<file path="config.mk">
export PLATFORM = sky130hd
export DESIGN_NAME = ste_search
export DESIGN_NICKNAME = d
export VERILOG_FILES = /design/src/design/ste_pkg.sv /design/src/design/ste_search.sv
export SDC_FILE = /design/constraint.sdc
export NUM_CORES = 1
export LEC_CHECK = 0
export BUFFER_PORTS_ARGS = -buffer_cell sky130_fd_sc_hd__buf_2
export CORE_AREA = 4 4 84 86
export CTS_BUF_LIST = sky130_fd_sc_hd__clkbuf_8 sky130_fd_sc_hd__clkbuf_16
export DETAILED_ROUTE_END_ITERATION = 16
export DIE_AREA = 0 0 88 90
export PLACE_DENSITY = 0.92
export SKIP_LAST_GASP = 1
export SYNTH_ARGS = -nofsm -noshare
export SYNTH_HDL_FRONTEND = slang
export SYNTH_SLANG_ARGS = --single-unit
</file>
<file path="constraint.sdc">
create_clock -name clk -period 8.9 [get_ports clk]
set_input_delay 0.89 -clock clk [delete_from_list [all_inputs] [get_ports clk]]
set_output_delay 0.89 -clock clk [all_outputs]
set_load 0.01 [all_outputs]
</file>
<file path="src/design/ste_pkg.sv">
`timescale 1ns / 1ps

package ste_pkg;

  // fixed field widths of the words
  localparam int CMD_W   = 3;
  localparam int VAL_W   = 32;
  localparam int POS_W   = 10;
  localparam int STAT_W  = 2;
  localparam int FIDX_W  = 11;
  localparam int CNT_W   = 11;
  localparam int IDX_W   = 10;

  // command codes
  localparam logic [CMD_W-1:0] CMD_INS_UNIQUE = 3'd0;
  localparam logic [CMD_W-1:0] CMD_INS_DUP    = 3'd1;
  localparam logic [CMD_W-1:0] CMD_SEARCH     = 3'd2;
  localparam logic [CMD_W-1:0] CMD_DEL_VALUE  = 3'd3;
  localparam logic [CMD_W-1:0] CMD_DEL_POS    = 3'd4;
  localparam logic [CMD_W-1:0] CMD_CLEAR      = 3'd5;

  // status codes
  localparam logic [STAT_W-1:0] STAT_OK   = 2'd0;
  localparam logic [STAT_W-1:0] STAT_DUP  = 2'd1;
  localparam logic [STAT_W-1:0] STAT_FULL = 2'd2;
  localparam logic [STAT_W-1:0] STAT_MISS = 2'd3;

  // index reported when there is no hit
  localparam logic [FIDX_W-1:0] NO_HIT = '1;

  typedef enum logic [1:0] {
    ST_IDLE,
    ST_CMP,
    ST_SRCH,
    ST_EXEC
  } state_t;

  typedef enum logic [1:0] {
    CELL_HOLD,
    CELL_LOAD,
    CELL_LEFT,
    CELL_RIGHT
  } cell_op_t;

  typedef struct packed {
    logic             done;
    logic             hit;
    logic [IDX_W-1:0] idx;
  } srch_res_t;

endpackage

</file>
<file path="src/design/ste_search.sv">
`timescale 1ns / 1ps

module ste_search #(
  parameter int CAPACITY = 64
) (
  input  logic                                clk,
  input  logic                                rst,
  input  logic                                start,
  input  logic [$clog2(CAPACITY+1)-1:0]       count,
  input  logic [CAPACITY-1:0]                 lt_vec,
  input  logic [CAPACITY-1:0]                 gt_vec,
  output ste_pkg::srch_res_t                  res
);

  localparam int CW = $clog2(CAPACITY + 1);
  localparam int SW = CW + 1;
  localparam int AW = (CAPACITY > 1) ? $clog2(CAPACITY) : 1;

  logic              busy;
  logic signed [SW-1:0] lo;
  logic signed [SW-1:0] hi;
  logic signed [SW-1:0] diff;
  logic signed [SW-1:0] mid;
  logic [AW-1:0]     mid_ix;

  // low-biased midpoint of the live range
  assign diff   = hi - lo;
  assign mid    = lo + (diff >>> 1);
  assign mid_ix = mid[AW-1:0];

  // one probe per cycle against the registered cell flags
  always_ff @(posedge clk) begin
    if (rst) begin
      busy <= 1'b0;
      res  <= '0;
    end else begin
      res.done <= 1'b0;
      if (start) begin
        busy <= 1'b1;
        lo   <= '0;
        hi   <= $signed({1'b0, count}) - SW'(1);
      end else if (busy) begin
        if (lo > hi) begin
          busy     <= 1'b0;
          res.done <= 1'b1;
          res.hit  <= 1'b0;
        end else if (lt_vec[mid_ix]) begin
          hi <= mid - SW'(1);
        end else if (gt_vec[mid_ix]) begin
          lo <= mid + SW'(1);
        end else begin
          busy     <= 1'b0;
          res.done <= 1'b1;
          res.hit  <= 1'b1;
          res.idx  <= ste_pkg::IDX_W'(mid_ix);
        end
      end
    end
  end

endmodule

</file>
==> results of run 1 <==
-- cell usage in the layout (no fill, tap or decap), drive strengths merged, types with 2 or more instances in the layout --
cell type,instances
and3,3
a2111o,2
nor3,7
nand4,7
or2,3
clkbuf,3
xor2,10
nor4,3
nand3,8
inv,20
a21oi,17
nand2b,5
o21a,4
and2,3
a21o,4
mux4,33
a2111oi,3
a31oi,2
edfxtp,16
conb,4
buf,145
o31ai,7
o21ai,11
ha,19
o2111ai,3
nor2,25
nand2,18
fa,2
mux2i,11
xnor2,15
dfxtp,9
-- how the worst min path moves through the flow --
stage / startpoint / endpoint / slack, ps
floorplan: res[0] / res[0] / 490
CTS: res[10] / res[10] / 490
detailed placement: res[10] / res[10] / 460
global placement: res[10] / res[10] / 460
global route: res[10] / res[10] / 500
finish: res[10] / res[10] / 480
-- through the flow --
| stage | hold WS (ps) | setup WS [ps] | utilization [%] | cell area (um^2) |
|---|---|---|---|---|
| after floorplan | 492.8 | 4401 | - | 3207 |
| after global placement | 455.9 | 3759 | 61.73 | 3875 |
| after detailed placement | 461.8 | 3580 | 61.73 | 3875 |
| after CTS | 485.4 | 3569 | 62.49 | 3923 |
| after global routing | 496.8 | 3208 | 62.49 | 3923 |
| final | 481.4 | 3468 | 62.49 | 3923 |
-- flip-flops by register name (all words and copies together), names as in the netlist --
signal / count
hi: 8
res: 8
busy: 1
lo: 8
-- metal layers --
metal | wire, um | share of wire [%] | vias to the layer above | GRT usage (%)
met4 | 446 | 4.7 | 0 | 10.87
met2 | 5197 | 55 | 194 | 45.16
met3 | 723 | 7.6 | 38 | 3.839
met5 | 0 | 0 | - | 0
li1 | - | - | 1446 | -
met1 | 3086 | 33 | 1497 | 24.74
-- cell families (layout without fill, tap and decap cells) --
group / count (synthesis) / in the layout / share of synthesized area (%)
and+or+nand+nor: 89 / 89 / 14.17
AOI/OAI and AO/OA: 63 / 63 / 14.53
buffers and inverters: 48 / 169 / 7.557
muxes: 44 / 44 / 26.70
xor gates and xnor gates: 26 / 26 / 7.557
DFF: 25 / 25 / 20.67
adders and majority gates: 21 / 21 / 8.692
other: 1 / 4 / 0.1174
-- area by class of cell --
class	instances	area [um^2]	area share [%]
Multi-Input combinational cell	247	2317	59.07
Clock inverter	1	6.256	0.1595
Inverter	20	75.07	1.914
Sequential cell	25	660.6	16.84
Timing Repair Buffer	145	725.7	18.50
Tap cell	77	96.34	2.456
Clock buffer	3	41.29	1.053
==> qor.csv, run 1 <==
stage;metric;value;unit
place;dp.final_hpwl;7856;um
timing;fin_setup_tns;0;ps
timing;slew_headroom;19.76;%
clocking;cts_sinks;25;
worst_setup_path;reg2regPathDepth;15;
worst_setup_path;critical_path.max_stage_delay;960;ps
cells_and_area;diodes;0;
synth;yosysSeqAreaShare;20.67;%
synth;synth_top_cell_area_share;23.26;%
synth;synth_area_leaders;mux4_2 (23%), edfxtp_1 (15%), ha_1 (7.4%);
cells_and_area;fin_cells;518;
route;wl;9453;um
cells_and_area;fin_nets;601;
die;io_pins;150;
synth;synth.most_common_cell;mux4_2;
clocking;ctsResizeCount;0;
clocking;clockRootBuffer;clkbuf_8;
worst_setup_path;end_kind;flop;
worst_setup_path;setup.worst_path.start;lo[1];
synth;synth-async-reset-ratio;0;%
worst_setup_path;crit_fanout;13;
global_route;grt_pass1_vias;3307;
route;drt_iter0_markers;248;
worst_setup_path;crit_required;8810;ps
worst_setup_path;critPathLaunchType;flop;
route;vias_per_cell;6.129;
synth;netlist_top_cells_count;mux4_2 (33), nor2_1 (24), ha_1 (19), inv_1 (19), nand2_1 (18);
route;firstDrtPassIters;6;
clocking;cts.clk_slew.worst_paths;90;ps
route;wl_per_cell;18.25;um
synth;ys_ff_latch;25;
worst_setup_path;cp_slowest_cell;xnor2_1;
synth;synth_top_cell_by_area;mux4_2;
route;vias;3175;
place;place.gp.congestion;0.9621;
synth;syn_avg_cell_area;10.08;um^2
worst_setup_path;cpLargestDelayFamily;compound AO/OA/AOI/OAI gates;
clocking;h-tree-depth;1;
synth;synth_cells;317;
place;io_buffer_count;145;
die;die_y;90;um
clocking;cts_buffer_depth;2;
outcome;status;finished, final reports clean;
global_route;antenna_found_initial;0;
die;initial_core_util;50.91;%
global_route;grt_max_degree;38;
place;dp_cells;514;
timing;worst_slew_pin_slew;1195;ps
synth;synth_cell_types;59;
die;die_w;88;um
synth;synth_ff_type;edfxtp_1;
worst_setup_path;r2r_start;lo[1];
worst_setup_path;crit_cells;15;
worst_setup_path;path_buf_inv;1;
worst_setup_path;crit_type;reg -> reg;
worst_setup_path;crit_chain;inv_1 > ha_1 > a21o_1 > a21o_1 > a21oi_1 > o21ai_0 > and2_1 > ha_1 > nand3_1 > nand2_1 > a41oi_1 > xnor2_1 > mux2i_1 > a2111o_2 > o41ai_2;
clocking;clk_latency;270;ps
run;drv_cap;0;
clocking;post_cts_buffers;0;
synth;syn-cell-area;3196;um^2
route;drcViolationCount;0;
timing;period_minus_slack;5432;ps
synth;synth_edf_count;16;
die;rows;29;
global_route;overflow;0;
min_path;hold_depth;1;
clocking;cts_hold_buf;0;
timing;final_hold_viol_count;0;
worst_setup_path;arrival;5340;ps
global_route;grt_usage;23.85;%
timing;finalSetupViolCount;0;
timing;final.setup_skew;4.681;ps
timing;max_freq;184.1;MHz
cells_and_area;fillCellCount;469;
route;drtAntennaViolNets;0;
timing;slew_viol_final;0;
cells_and_area;area_delta_synth_final;22.75;%
worst_setup_path;r2r_setup_slack;3470;ps
clocking;cts_made_buffers;3;
cells_and_area;drive_above_1_share;44.22;%
min_path;min_path_type;reg -> reg;
timing;rsz0062_at_grt;no;
worst_setup_path;crit_end;lo[1];
timing;finalCritPeriodShare;61.04;%
global_route;grt_pass1_wl;15100;um
clocking;cts_tree;yes;
die;fp.coreArea;6277;um^2
synth;ys_warn_count;0;
die;die_area;7920;um^2
worst_setup_path;r2r_end;lo[1];
Power of run 1 is not shown: default switching activity piles up to over one toggle a cycle in this logic, so the estimate is an artifact.
==> inputs of run 2 (changes only) <==
--- a/config.mk
+++ b/config.mk
@@ -6,11 +6,11 @@
 export NUM_CORES = 1
 export LEC_CHECK = 0
 export BUFFER_PORTS_ARGS = -buffer_cell sky130_fd_sc_hd__buf_2
-export CORE_AREA = 4 4 84 86
+export CORE_AREA = 4 4 87 89
 export CTS_BUF_LIST = sky130_fd_sc_hd__clkbuf_8 sky130_fd_sc_hd__clkbuf_16
 export DETAILED_ROUTE_END_ITERATION = 16
-export DIE_AREA = 0 0 88 90
-export PLACE_DENSITY = 0.92
+export DIE_AREA = 0 0 91 93
+export PLACE_DENSITY = 0.87
 export SKIP_LAST_GASP = 1
 export SYNTH_ARGS = -nofsm -noshare
 export SYNTH_HDL_FRONTEND = slang
==> constraint.sdc (replaced) <==
create_clock -name clk -period 5.25 [get_ports clk]
set_input_delay 0.525 -clock clk [delete_from_list [all_inputs] [get_ports clk]]
set_output_delay 0.525 -clock clk [all_outputs]
set_load 0.01 [all_outputs]
==> qor.csv, run 2 (same netlist as run 1, synthesis figures left out) <==
stage;metric;value;unit
outcome;status;finished, final reports clean;
worst_setup_path;cpLargestDelayFamily;compound AO/OA/AOI/OAI gates;
cells_and_area;final_common_cell;buf_2;
route;vias_per_cell;5.879;
timing;slew_headroom;29.83;%
route;drtAntennaViolNets;0;
clocking;h-tree-depth;1;
cells_and_area;final_cell_mix;buf_2 (145), mux4_2 (33), nor2_1 (24);
clocking;cts.clk_slew.worst_paths;100;ps
place;dp.final_hpwl;8026;um
timing;rsz0062_at_grt;no;
clocking;clk_latency;280;ps
global_route;grt_pass1_vias;3352;
die;io_pins;150;
run;drv_cap;0;
worst_setup_path;critPathLaunchType;flop;
clocking;ctsResizeCount;0;
timing;fin_setup_tns;0;ps
cells_and_area;area_delta_synth_final;24.51;%
worst_setup_path;arrival;4770;ps
cells_and_area;fin_nets;608;
die;die_w;91;um
worst_setup_path;end_kind;flop;
route;drcViolationCount;0;
timing;final.setup_skew;18.07;ps
timing;period_minus_slack;4783;ps
die;die_y;93;um
worst_setup_path;cp_slowest_cell;mux4_2;
timing;worst_slew_pin_slew;1045;ps
global_route;antenna_found_initial;0;
clocking;cts_hold_buf;0;
route;firstDrtPassIters;4;
global_route;grt_pass1_wl;14920;um
cells_and_area;drive_above_1_share;45.09;%
place;io_buffer_count;145;
route;vias;3104;
worst_setup_path;path_buf_inv;2;
worst_setup_path;crit_fanout;13;
global_route;grt_usage;21.88;%
timing;final_hold_viol_count;0;
cells_and_area;top_regs;hi: 8 flops, lo: 8 flops, res: 8 flops;
clocking;clockRootBuffer;clkbuf_8;
clocking;post_cts_buffers;0;
worst_setup_path;r2r_setup_slack;470;ps
cells_and_area;finish.utilization;58.89;%
clocking;cts_made_buffers;3;
die;initial_core_util;47.30;%
timing;slew_viol_final;0;
place;place.gp.congestion;0.8951;
global_route;grt_max_degree;26;
timing;finalCritPeriodShare;91.11;%
global_route;overflow;0;
die;fp.coreArea;6756;um^2
cells_and_area;diodes;0;
die;rows;30;
clocking;cts_tree;yes;
die;die_area;8463;um^2
worst_setup_path;crit_type;reg -> reg;
worst_setup_path;crit_chain;inv_1 > ha_1 > a21o_1 > a21o_1 > xor2_1 > ha_1 > a21oi_1 > a21oi_1 > or2_1 > mux4_2 > o2111ai_1 > nand2b_1 > o41ai_2 > buf_4;
route;wl_per_cell;17.68;um
timing;finalSetupViolCount;0;
worst_setup_path;critical_path.max_stage_delay;570;ps
route;wl;9335;um
clocking;cts_sinks;25;
worst_setup_path;crit_required;5230;ps
timing;max_freq;209.1;MHz
clocking;cts_buffer_depth;2;
min_path;min_path_type;reg -> reg;
route;drt_iter0_markers;148;
## run 2: cell types whose count changed in the layout (fill, tap and decap cells not counted), sizes merged
cell	delta
buf	+7
## run 2: metal layers
| layer | track usage, % | vias up | share of wire [%] |
|---|---|---|---|
| li1 | - | 1459 | - |
| met4 | 13.44 | 0 | 5.3 |
| met3 | 3.057 | 40 | 6.7 |
| met1 | 21.89 | 1450 | 33 |
| met2 | 42.43 | 155 | 55 |
| met5 | 0 | - | 0 |
## run 2: worst register-to-register path, stage by stage, from the launching register on
cell and delay (ps):
edfxtp_1 450, inv_1 140, ha_1 240, a21o_1 160, a21o_1 220, xor2_1 160, ha_1 430, a21oi_1 140
a21oi_1 430, or2_1 500, mux4_2 580, o2111ai_1 230, nand2b_1 260, o41ai_2 340, buf_4 220
## run 2: worst paths after layout
kind                            endpoint  cells past startpoint     from
worst max-delay path               lo[3]                     14    lo[1]
worst min-delay path             res[10]                      1  res[10]
worst max register to register     lo[3]                     14    lo[1]
worst min register to register   res[10]                      1  res[10]
## run 2: cell type report
type                            instances  area, um^2
Fill cell                             530        2778
Multi-Input combinational cell        247        2317
Inverter                               20       75.07
Tap cell                               80       100.1
Clock inverter                          1       6.256
Sequential cell                        25       660.6
Clock buffer                            3       41.29
Timing Repair Buffer                  152       778.2
## run 2: metrics by stage
| step | cell area (um^2) | std cells | worst slack [ps] | hold slack, ps |
|---|---|---|---|---|
| after floorplan | 3207 | 320 | 751.3 | 492.8 |
| after global placement | 3931 | 524 | 700.3 | 449.6 |
| after detailed placement | 3931 | 524 | 528.6 | 453.3 |
| after CTS | 3979 | 528 | 498.7 | 476.2 |
| after global routing | 3979 | 528 | 97.73 | 497.1 |
| final | 3979 | 528 | 466.6 | 474.6 |
Power of run 2 is left out for the same reason.
