===== config.mk =====
export PLATFORM = sky130hd
export DESIGN_NAME = ste_cell
export DESIGN_NICKNAME = d
export VERILOG_FILES = /design/src/design/ste_pkg.sv /design/src/design/ste_cell.sv
export SDC_FILE = /design/constraint.sdc
export NUM_CORES = 1
export LEC_CHECK = 0
export ABC_AREA = 1
export BUFFER_PORTS_ARGS = -buffer_cell sky130_fd_sc_hd__buf_2
export CAP_MARGIN = 5
export CELL_PAD_IN_SITES_DETAIL_PLACEMENT = 1
export CELL_PAD_IN_SITES_GLOBAL_PLACEMENT = 1
export CORE_ASPECT_RATIO = 1.4
export CORE_UTILIZATION = 35
export CTS_BUF_LIST = sky130_fd_sc_hd__clkbuf_8
export CTS_CLUSTER_DIAMETER = 150
export DETAILED_ROUTE_END_ITERATION = 6
export GPL_TIMING_DRIVEN = 0
export PLACE_DENSITY_LB_ADDON = 0.25
export SETUP_SLACK_MARGIN = 0.4
export SLEW_MARGIN = 10
export SYNTH_ARGS = -nofsm -noshare
export SYNTH_HDL_FRONTEND = slang
export SYNTH_SLANG_ARGS = --single-unit

===== constraint.sdc =====
create_clock -name clk -period 2.9 [get_ports clk]
set_input_delay 0.58 -clock clk [delete_from_list [all_inputs] [get_ports clk]]
set_output_delay 0.58 -clock clk [all_outputs]
set_load 0.01 [all_outputs]

===== src/design/ste_pkg.sv =====
`timescale 1ns / 1ps

package ste_pkg;

  // fixed field widths of the words
  localparam int CMD_W   = 3;
  localparam int VAL_W   = 32;
  localparam int POS_W   = 10;
  localparam int STAT_W  = 2;
  localparam int FIDX_W  = 11;
  localparam int CNT_W   = 11;
  localparam int IDX_W   = 10;

  // command codes
  localparam logic [CMD_W-1:0] CMD_INS_UNIQUE = 3'd0;
  localparam logic [CMD_W-1:0] CMD_INS_DUP    = 3'd1;
  localparam logic [CMD_W-1:0] CMD_SEARCH     = 3'd2;
  localparam logic [CMD_W-1:0] CMD_DEL_VALUE  = 3'd3;
  localparam logic [CMD_W-1:0] CMD_DEL_POS    = 3'd4;
  localparam logic [CMD_W-1:0] CMD_CLEAR      = 3'd5;

  // status codes
  localparam logic [STAT_W-1:0] STAT_OK   = 2'd0;
  localparam logic [STAT_W-1:0] STAT_DUP  = 2'd1;
  localparam logic [STAT_W-1:0] STAT_FULL = 2'd2;
  localparam logic [STAT_W-1:0] STAT_MISS = 2'd3;

  // index reported when there is no hit
  localparam logic [FIDX_W-1:0] NO_HIT = '1;

  typedef enum logic [1:0] {
    ST_IDLE,
    ST_CMP,
    ST_SRCH,
    ST_EXEC
  } state_t;

  typedef enum logic [1:0] {
    CELL_HOLD,
    CELL_LOAD,
    CELL_LEFT,
    CELL_RIGHT
  } cell_op_t;

  typedef struct packed {
    logic             done;
    logic             hit;
    logic [IDX_W-1:0] idx;
  } srch_res_t;

endpackage


===== src/design/ste_cell.sv =====
`timescale 1ns / 1ps

module ste_cell (
  input  logic                              clk,
  input  ste_pkg::cell_op_t                 op,
  input  logic                              flag_en,
  input  logic signed [ste_pkg::VAL_W-1:0]  key,
  input  logic signed [ste_pkg::VAL_W-1:0]  left_entry,
  input  logic signed [ste_pkg::VAL_W-1:0]  right_entry,
  output logic signed [ste_pkg::VAL_W-1:0]  entry,
  output logic                              lt,
  output logic                              gt
);

  // entry update: hold, take the key, or shift from a neighbor
  always_ff @(posedge clk) begin
    unique case (op)
      ste_pkg::CELL_HOLD:  entry <= entry;
      ste_pkg::CELL_LOAD:  entry <= key;
      ste_pkg::CELL_LEFT:  entry <= left_entry;
      ste_pkg::CELL_RIGHT: entry <= right_entry;
      default:             entry <= entry;
    endcase
  end

  // signed compare of the key against the held entry
  always_ff @(posedge clk) begin
    if (flag_en) begin
      lt <= key < entry;
      gt <= key > entry;
    end
  end

endmodule


==> results of run 1 <==
[per-stage QoR]
| step | instance area [µm²] | total power, mW | util (%) | instances | setup WS, ps |
|---|---|---|---|---|---|
| after detailed placement | 3340 | 1.12 | 47.5 | 551 | 801 |
| after CTS | 3410 | 1.45 | 48.5 | 557 | 1100 |
| after global placement | 3340 | 1.10 | 47.5 | 551 | 815 |
| after global routing | 3410 | 1.53 | 48.5 | 557 | 936 |
| final | 3410 | 1.43 | 48.5 | 557 | 1120 |
| after floorplan | 2560 | 0.913 | - | 325 | 1130 |
[critical path, cell delays in order]
cell and delay, ps:
buf_2 110, ha_1 290, nand2_1 70, nor2_1 150, nand4_1 120, nor2_1 180, nand2_1 90, nand2_1 60
nand2_1 50, nand2_2 70, nor2_2 30
[power by group through the flow]
stage               Combinational, mW  Clock [mW]  Sequential, mW
floorplan                       0.231           0           0.683
global placement                0.450           0           0.649
detailed placement              0.467           0           0.653
CTS                             0.470       0.341           0.642
global route                    0.527       0.355           0.649
finish                          0.460       0.332           0.640
[layout make-up]
cell class	instances	area (µm²)	share of cell area [%]
multi-input cells	235	1320	38.6
plain buffers	14	66.3	1.95
repair buffers	131	656	19.2
clock buffers	5	68.8	2.02
well taps	95	119	3.49
clock inverters	1	3.75	0.110
inverters	42	158	4.63
flip-flops and latches	34	1020	30.0
[cells by family after synthesis]
group | share of synthesized area (%)
AO/OA/AOI/OAI | 3.62
flip-flops | 39.9
AND/OR/NAND/NOR | 32.1
adder cells (fa/ha/maj) | 15.6
buffers and inverters | 8.74
[how the worst max path moves through the flow]
stage | startpoint | end | slack (ps) | cells after the start
after CTS | key[23] | gt | 1100 | 11
after global placement | key[23] | gt | 810 | 11
after detailed placement | key[21] | gt | 800 | 11
after global routing | entry[23] | gt | 940 | 11
after floorplan | key[21] | gt | 1130 | 9
final | key[23] | gt | 1120 | 11
[per-layer routing]
metal / routed length [µm] / vias to the layer above / GRT usage [%]
li1: - / 1353 / -
met1: 2810 / 1283 / 22.0
met2: 4430 / 78 / 40.2
met3: 408 / 8 / 4.07
met4: 109 / 0 / 4.79
met5: 0 / - / 0
[state kept, by name, summed over array words and instances, names as in the netlist]
signal	cells
entry	32
lt	1
gt	1
[layout by cell type (no fill, tap or decap)]
| cell type | n |
|---|---|
| a21o_1 | 1 |
| a21oi_1 | 10 |
| a21oi_2 | 2 |
| and3b_1 | 1 |
| buf_1 | 3 |
| buf_2 | 133 |
| buf_4 | 3 |
| clkbuf_1 | 6 |
| clkbuf_8 | 5 |
| clkinv_1 | 1 |
| edfxtp_1 | 34 |
| ha_1 | 32 |
| inv_1 | 42 |
| nand2_1 | 100 |
| nand2_2 | 1 |
| nand3_1 | 64 |
| nand3_2 | 2 |
| nand4_1 | 2 |
| nor2_1 | 12 |
| nor2_2 | 3 |
| nor3_2 | 1 |
| o211ai_1 | 1 |
| o21ai_0 | 2 |
| or2_2 | 1 |
==> run_results.csv, run 1 <==
group,metric,value,unit
flow_run,max_cap_viol_count,0,
worst_setup_path,rr_worst_depth,11,
pwr,p_comb_share,32.1,%
layout,diodes,0,
clock_network,ctsHoldBuffers,0,
hold_path,min_delay_path_depth,1,
logic_synthesis,synthDistinctLibCells,22,
logic_synthesis,synth_ff_type,"edfxtp_1",
timing,slew_viol_final,0,
worst_setup_path,worstPathArrival,1820,ps
global_routing,grt_max_degree,33,
run_status,status,"finished, final reports clean",
detailed_routing,vias,2722,
timing,max_slew.worst_pin.slew,845,ps
clock_network,cts_setup_buffers,0,
layout,fillers,953,
place,hpwlAfterDp,6.31,mm
global_routing,grt_antenna_before_repair,0,
pwr,ir_drop,0.239,mV
hold_path,hold-path-endpoint,"gt",
timing,relSlewSlack,43.7,%
timing,rsz0062_at_grt,"false",
timing,post-route-min-period,1780,ps
clock_network,clock_tree.htree_level_count,2,
logic_synthesis,netlist_area,2560,µm²
logic_synthesis,yosysMostFrequentCell,"nand2_1",
pwr,power.leakage,1.84,nW
worst_setup_path,cp_max_fo,2,
logic_synthesis,yosysTopAreaCellShare,39.9,%
clock_network,cts_root_buf,"clkbuf_8",
timing,skew,8.67,ps
logic_synthesis,synth_area_leaders,"edfxtp_1, ha_1, nand2_1",
layout,drive_gt1_share,32.7,%
worst_setup_path,worstSetupPathType,"input pin to flip-flop",
timing,clock.fmax,0.562,GHz
logic_synthesis,ys_seq_area_share,39.9,%
logic_synthesis,yosysTopAreaCell,"edfxtp_1",
timing,finalCritPeriodShare,61.4,%
hold_path,min_from,"flag_en",
die,io_pins,134,
die,die_h,103,µm
pwr,swShare,32.4,%
detailed_routing,drt-initial-drc-count,72,
die,num_rows,36,
timing,setup_tns,0,ps
die,dieArea,7670,µm²
pwr,seq_power_share,44.7,%
logic_synthesis,syn_nets,457,
logic_synthesis,synth_edf_count,34,
detailed_routing,avgRoutedWirePerCell,13.9,µm
die,die_x,74.3,µm
place,place.gp.congestion,0.779,
detailed_routing,wl,7.77,mm
logic_synthesis,avgSynthCellArea,7.88,µm²
clock_network,clock-sinks,34,
worst_setup_path,ff2ff_setup_slack,1140,ps
timing,hold_violations,0,
clock_network,cts_tree,"yes",
worst_setup_path,critPathRequiredTime,2940,ps
clock_network,cts_resized,0,
pwr,intPower,0.968,mW
logic_synthesis,synth-seq-cells,34,
detailed_routing,drc,0,
clock_network,worstSkewPairLatency,280,ps
worst_setup_path,cp-start-kind,"input pin",
global_routing,grt.total_usage,20.5,%
pwr,p_sw,0.465,mW
global_routing,grt_pass1_wl,11.8,mm
place,numPortBuffers,131,
logic_synthesis,synth-async-reset-ratio,0,%
clock_network,cts_buffers,5,
timing,setup_violations,0,
timing,hold_slack,519,ps
detailed_routing,via_per_inst,4.89,
logic_synthesis,yosysWarnings,0,
clock_network,clk_pin_slew,70,ps
pwr,clkPwrFrac,23.2,%
layout,fin_nets,595,
logic_synthesis,syn_inst,325,
die,core_area,7030,µm²
global_routing,grt_pass1_vias,2698,
detailed_routing,dr.pass1.iters,4,
worst_setup_path,rr_startpoint,"entry[23]",
worst_setup_path,endpoint_kind,"flip-flop",
hold_path,hp-class,"input pin to flip-flop",
global_routing,overflow,0,
pwr,power_density,420,nW/µm²
clock_network,clock_path_buffers,2,
die,initial_core_util,36.4,%
detailed_routing,ant_nets,0,
logic_synthesis,synth_common_cells,"nand2_1, nand3_1, inv_1",
layout,area_delta_synth_final,33.1,%
worst_setup_path,rr_endpoint,"gt",
(Power assumes the default switching activity.)
==> run 2: changes to the inputs <==
Settings changed: CORE_UTILIZATION 35 to 32.
Clock period 2.9 ns to 1.8 ns, I/O delays scaled along.
==> run_results.csv, run 2 (same netlist as run 1, synthesis figures left out) <==
group,metric,value,unit
detailed_routing,vias,2747,
detailed_routing,drt-initial-drc-count,75,
detailed_routing,via_per_inst,4.83,
layout,area_delta_synth_final,41.5,%
pwr,ir_drop,0.399,mV
layout,fin_cells,569,
layout,largestRegisters,"entry x32, gt x1, lt x1",
pwr,power_density,679,nW/µm²
timing,setup_violations,0,
clock_network,cts_tree,"yes",
place,hpwlAfterDp,6.22,mm
worst_setup_path,slowest_stage,"edfxtp_1",
global_routing,overflow,0,
place,dp_cells,556,
timing,setup_tns,0,ps
worst_setup_path,critical-path-top-delay-family,"simple AND/OR/NAND/NOR gates",
worst_setup_path,critPathRequiredTime,1870,ps
layout,largest_reg_flops,32,
timing,hold_violations,0,
die,initial_core_util,33.0,%
clock_network,clock-sinks,34,
detailed_routing,wl,7.90,mm
clock_network,clock_tree.htree_level_count,2,
layout,largest_register,"entry",
layout,final_cell_mix,"buf_2, nand2_1, nand3_1",
clock_network,cts_root_buf,"clkbuf_8",
die,die_x,77.6,µm
hold_path,hp-class,"input pin to flip-flop",
timing,clock.fmax,0.578,GHz
layout,fin_nets,600,
clock_network,ctsHoldBuffers,0,
worst_setup_path,cp_max_fo,2,
worst_setup_path,path_common_cell,"nand2_1",
die,num_rows,38,
global_routing,grt_pass1_wl,12.7,mm
worst_setup_path,cp_slowest_stage_delay,350,ps
die,die_h,108,µm
layout,drive_gt1_share,39.7,%
clock_network,clk_pin_slew,80,ps
detailed_routing,dr.pass1.iters,4,
layout,final_common_cell,"buf_2",
clock_network,cts_buffers,5,
timing,slew_viol_final,0,
timing,rsz0062_at_grt,"true",
layout,diodes,0,
place,place.gp.congestion,0.745,
global_routing,grt_max_degree,33,
global_routing,grt_pass1_vias,2837,
global_routing,grt_antenna_before_repair,0,
clock_network,worstSkewPairLatency,300,ps
timing,relSlewSlack,42.4,%
worst_setup_path,worstSetupPathType,"flip-flop to flip-flop",
detailed_routing,drc,0,
detailed_routing,avgRoutedWirePerCell,13.9,µm
die,dieArea,8370,µm²
worst_setup_path,endpoint_kind,"flip-flop",
worst_setup_path,crit_chain,"inv_1, ha_1, nand2_1, nor2_2, nand4_1, nor2_2, nand2_1, nand2_1, nand2_1, nand2_2, nor2_2",
run_status,status,"finished, final reports clean",
flow_run,max_cap_viol_count,0,
die,core_area,7750,µm²
detailed_routing,ant_nets,0,
worst_setup_path,crit_buf_inv,1,
timing,skew,10.6,ps
global_routing,grt.total_usage,19.4,%
timing,finalCritPeriodShare,96.1,%
clock_network,clock_path_buffers,2,
place,numPortBuffers,131,
timing,max_slew.worst_pin.slew,864,ps
worst_setup_path,worstPathArrival,1800,ps
timing,post-route-min-period,1730,ps
worst_setup_path,cp-start-kind,"flip-flop",
pwr,power.leakage,1.89,nW
die,io_pins,134,
## run 2: cell types whose count changed in the layout (fill, tap and decap cells not counted), sizes merged
cell,delta
inv,+1
buf,+5
clkinv,+1
## run 2: final timing paths
check                           startpoint  to  slack [ps]  cells past startpoint
worst max-delay path             entry[23]  gt          70                     11
worst min-delay path               flag_en  gt         280                      1
worst max register to register   entry[23]  gt          70                     11
worst min register to register   entry[30]  lt         920                      5
## run 2: layout make-up
class                      instances  area [µm²]
clock buffer                       5        68.8
buffer                            14        66.3
tap                              100         125
timing repair buffer             136         703
fill                            1009        4130
sequential                        34        1020
multi-input combinational        235        1470
inverter                          42         160
clock inverter                     3        12.5
## run 2: worst register-to-register path: stages (launching register included)
cell and delay, ps:
edfxtp_1 350, inv_1 50, ha_1 280, nand2_1 80, nor2_2 140, nand4_1 140, nor2_2 140, nand2_1 80
nand2_1 60, nand2_1 60, nand2_2 80, nor2_2 30
## run 2: per-layer routing
| layer | track usage (%) | vias up | wire length [µm] |
|---|---|---|---|
| met5 | 0 | - | 0 |
| li1 | - | 1362 | - |
| met3 | 3.73 | 10 | 362 |
| met2 | 36.4 | 77 | 4260 |
| met1 | 21.2 | 1298 | 3130 |
| met4 | 7.28 | 0 | 148 |
## run 2: through the flow
stage / worst slack [ps] / cell area (µm²) / utilization [%] / power (mW) / hold WS, ps
3_3_place_gp: -58.7 / 3350 / 43.3 / 1.78 / 578
3_5_place_dp: -94.0 / 3350 / 43.3 / 1.81 / 588
2_1_floorplan: 198 / 2570 / - / 1.48 / 472
6_report: 70.6 / 3620 / 46.8 / 2.46 / 278
5_1_grt: -38.1 / 3620 / 46.8 / 2.62 / 276
4_1_cts: 39.7 / 3520 / 45.4 / 2.43 / 263
## run 2: where the power goes
part	internal, mW	switching [mW]
combinational	0.379	0.472
sequential	0.990	0.0445
clock	0.261	0.314
## run 2: repair_timing
action	4_1_cts	5_1_grt
resized for setup	12	23
pin swaps	7	10
endpoints found under the setup margin	2	2
setup buffers	3	2
==> run 3: changes to the inputs <==
Settings changed: PLACE_DENSITY_LB_ADDON 0.25 to 0.1.
==> run_results.csv, run 3 (same netlist as run 1, synthesis figures left out) <==
group,metric,value,unit
global_routing,grt_pass1_wl,13.0,mm
pwr,total_power,2.40,mW
detailed_routing,drc,0,
layout,fin_nets,600,
layout,drive_gt1_share,37.0,%
layout,final_cell_mix,"buf_2, nand2_1, nand3_1",
timing,finalCritPeriodShare,97.5,%
worst_setup_path,worstPathArrival,1810,ps
worst_setup_path,critPathRequiredTime,1860,ps
clock_network,clock_tree.htree_level_count,2,
layout,diodes,0,
clock_network,cts_tree,"yes",
layout,final_common_cell,"buf_2",
layout,largestRegisters,"entry x32, gt x1, lt x1",
die,die_h,108,µm
detailed_routing,drt-initial-drc-count,69,
layout,largest_register,"entry",
clock_network,clk_pin_slew,80,ps
worst_setup_path,slowest_stage,"edfxtp_1",
worst_setup_path,critical-path-top-delay-family,"simple AND/OR/NAND/NOR gates",
timing,hold_slack,279,ps
detailed_routing,via_per_inst,4.75,
global_routing,grt_pass1_vias,2820,
die,initial_core_util,33.0,%
worst_setup_path,cp_max_fo,2,
pwr,p_comb_share,33.4,%
pwr,power.leakage,1.88,nW
run_status,status,"finished, final reports clean",
place,hpwlAfterDp,6.14,mm
pwr,seq_power_share,43.1,%
place,place.gp.congestion,0.738,
layout,area_delta_synth_final,38.7,%
detailed_routing,dr.pass1.iters,4,
die,num_rows,38,
layout,largest_reg_flops,32,
global_routing,grt.total_usage,19.9,%
worst_setup_path,path_common_cell,"nand2_1",
worst_setup_path,crit_buf_inv,2,
clock_network,worstSkewPairLatency,300,ps
global_routing,grt_max_degree,33,
clock_network,cts_buffers,5,
pwr,power_density,676,nW/µm²
timing,skew,6.42,ps
timing,clock.fmax,0.570,GHz
die,die_x,77.6,µm
detailed_routing,avgRoutedWirePerCell,14.0,µm
pwr,p_sw,0.804,mW
pwr,swShare,33.5,%
worst_setup_path,worstSetupPathType,"flip-flop to flip-flop",
timing,slew_viol_final,0,
global_routing,grt_antenna_before_repair,0,
hold_path,hp-class,"input pin to flip-flop",
worst_setup_path,cp-start-kind,"flip-flop",
detailed_routing,wl,7.93,mm
timing,hold_violations,0,
timing,max_slew.worst_pin.slew,863,ps
die,core_area,7750,µm²
worst_setup_path,endpoint_kind,"flip-flop",
clock_network,cts_root_buf,"clkbuf_8",
timing,setup_violations,0,
clock_network,clock_path_buffers,2,
detailed_routing,ant_nets,0,
worst_setup_path,crit_chain,"inv_2, ha_4, nand2_2, inv_2, nand3_2, nor3_4, nand2_1, nand2_1, nand2_1, nand2_1, nand2_1, nand2_2, nor2_2",
die,io_pins,134,
place,numPortBuffers,131,
timing,rsz0062_at_grt,"true",
pwr,intPower,1.60,mW
timing,post-route-min-period,1750,ps
worst_setup_path,cp_slowest_stage_delay,370,ps
pwr,clkPwrFrac,23.5,%
pwr,ir_drop,0.266,mV
clock_network,clock-sinks,34,
detailed_routing,vias,2698,
die,dieArea,8370,µm²
timing,relSlewSlack,42.5,%
global_routing,overflow,0,
flow_run,max_cap_viol_count,0,
run 3: metal layers:
| layer | routed length [µm] | global-route usage [%] | share of wire (%) |
|---|---|---|---|
| met5 | 0 | 0 | 0 |
| met4 | 123 | 6.87 | 1.6 |
| met3 | 457 | 3.73 | 5.8 |
| met2 | 4190 | 37.0 | 53 |
| met1 | 3170 | 22.3 | 40 |
run 3: area by class of cell:
cell class	instances	area, µm²
multi-input combinational	235	1410
tap	100	125
buffer	14	66.3
inverter	42	158
fill	1022	4200
clock buffer	5	68.8
timing repair buffer	136	693
clock inverter	2	7.51
sequential	34	1020
run 3: through the flow:
stage	std cells	TNS [ps]	util (%)	cell area (µm²)	setup WS, ps
final	568	0	45.9	3550	45.0
after global routing	568	-83.5	45.9	3550	-67.5
after CTS	564	0	44.8	3470	66.1
after detailed placement	556	-110	43.3	3350	-80.5
after global placement	556	-53.3	43.3	3350	-52.4
after floorplan	325	0	-	2570	198
run 3: path summary, 6_finish.rpt:
path,from,to,slack [ps],cells after the start
max,entry[11],gt,50,13
max reg2reg,entry[11],gt,50,13
min reg2reg,entry[31],lt,930,5
min,flag_en,lt,280,1
run 3: worst register-to-register path, cell delays in order, from the launching register on:
cell      delay, ps
edfxtp_1        370
inv_2            50
ha_4            260
nand2_2          50
inv_2            50
nand3_2          80
nor3_4          190
nand2_1          80
nand2_1         100
nand2_1          70
nand2_1          60
nand2_1          50
nand2_2          70
nor2_2           30
run 3: power by group through the flow:
stage                     registers, mW  clock network, mW  logic, mW
after floorplan                    1.10                  0      0.376
after global placement             1.05                  0      0.737
after detailed placement           1.05                  0      0.754
after CTS                          1.04              0.587      0.780
after global routing               1.05              0.606      0.922
final                              1.03              0.565      0.803
run 3: what timing repair did:
item / CTS / global route
endpoints found under the hold margin: 0 / 0
endpoints found under the setup margin: 2 / 2
pin swaps: 7 / 3
hold buffers: 0 / 0
resized for setup: 8 / 10
setup buffers: 1 / 4
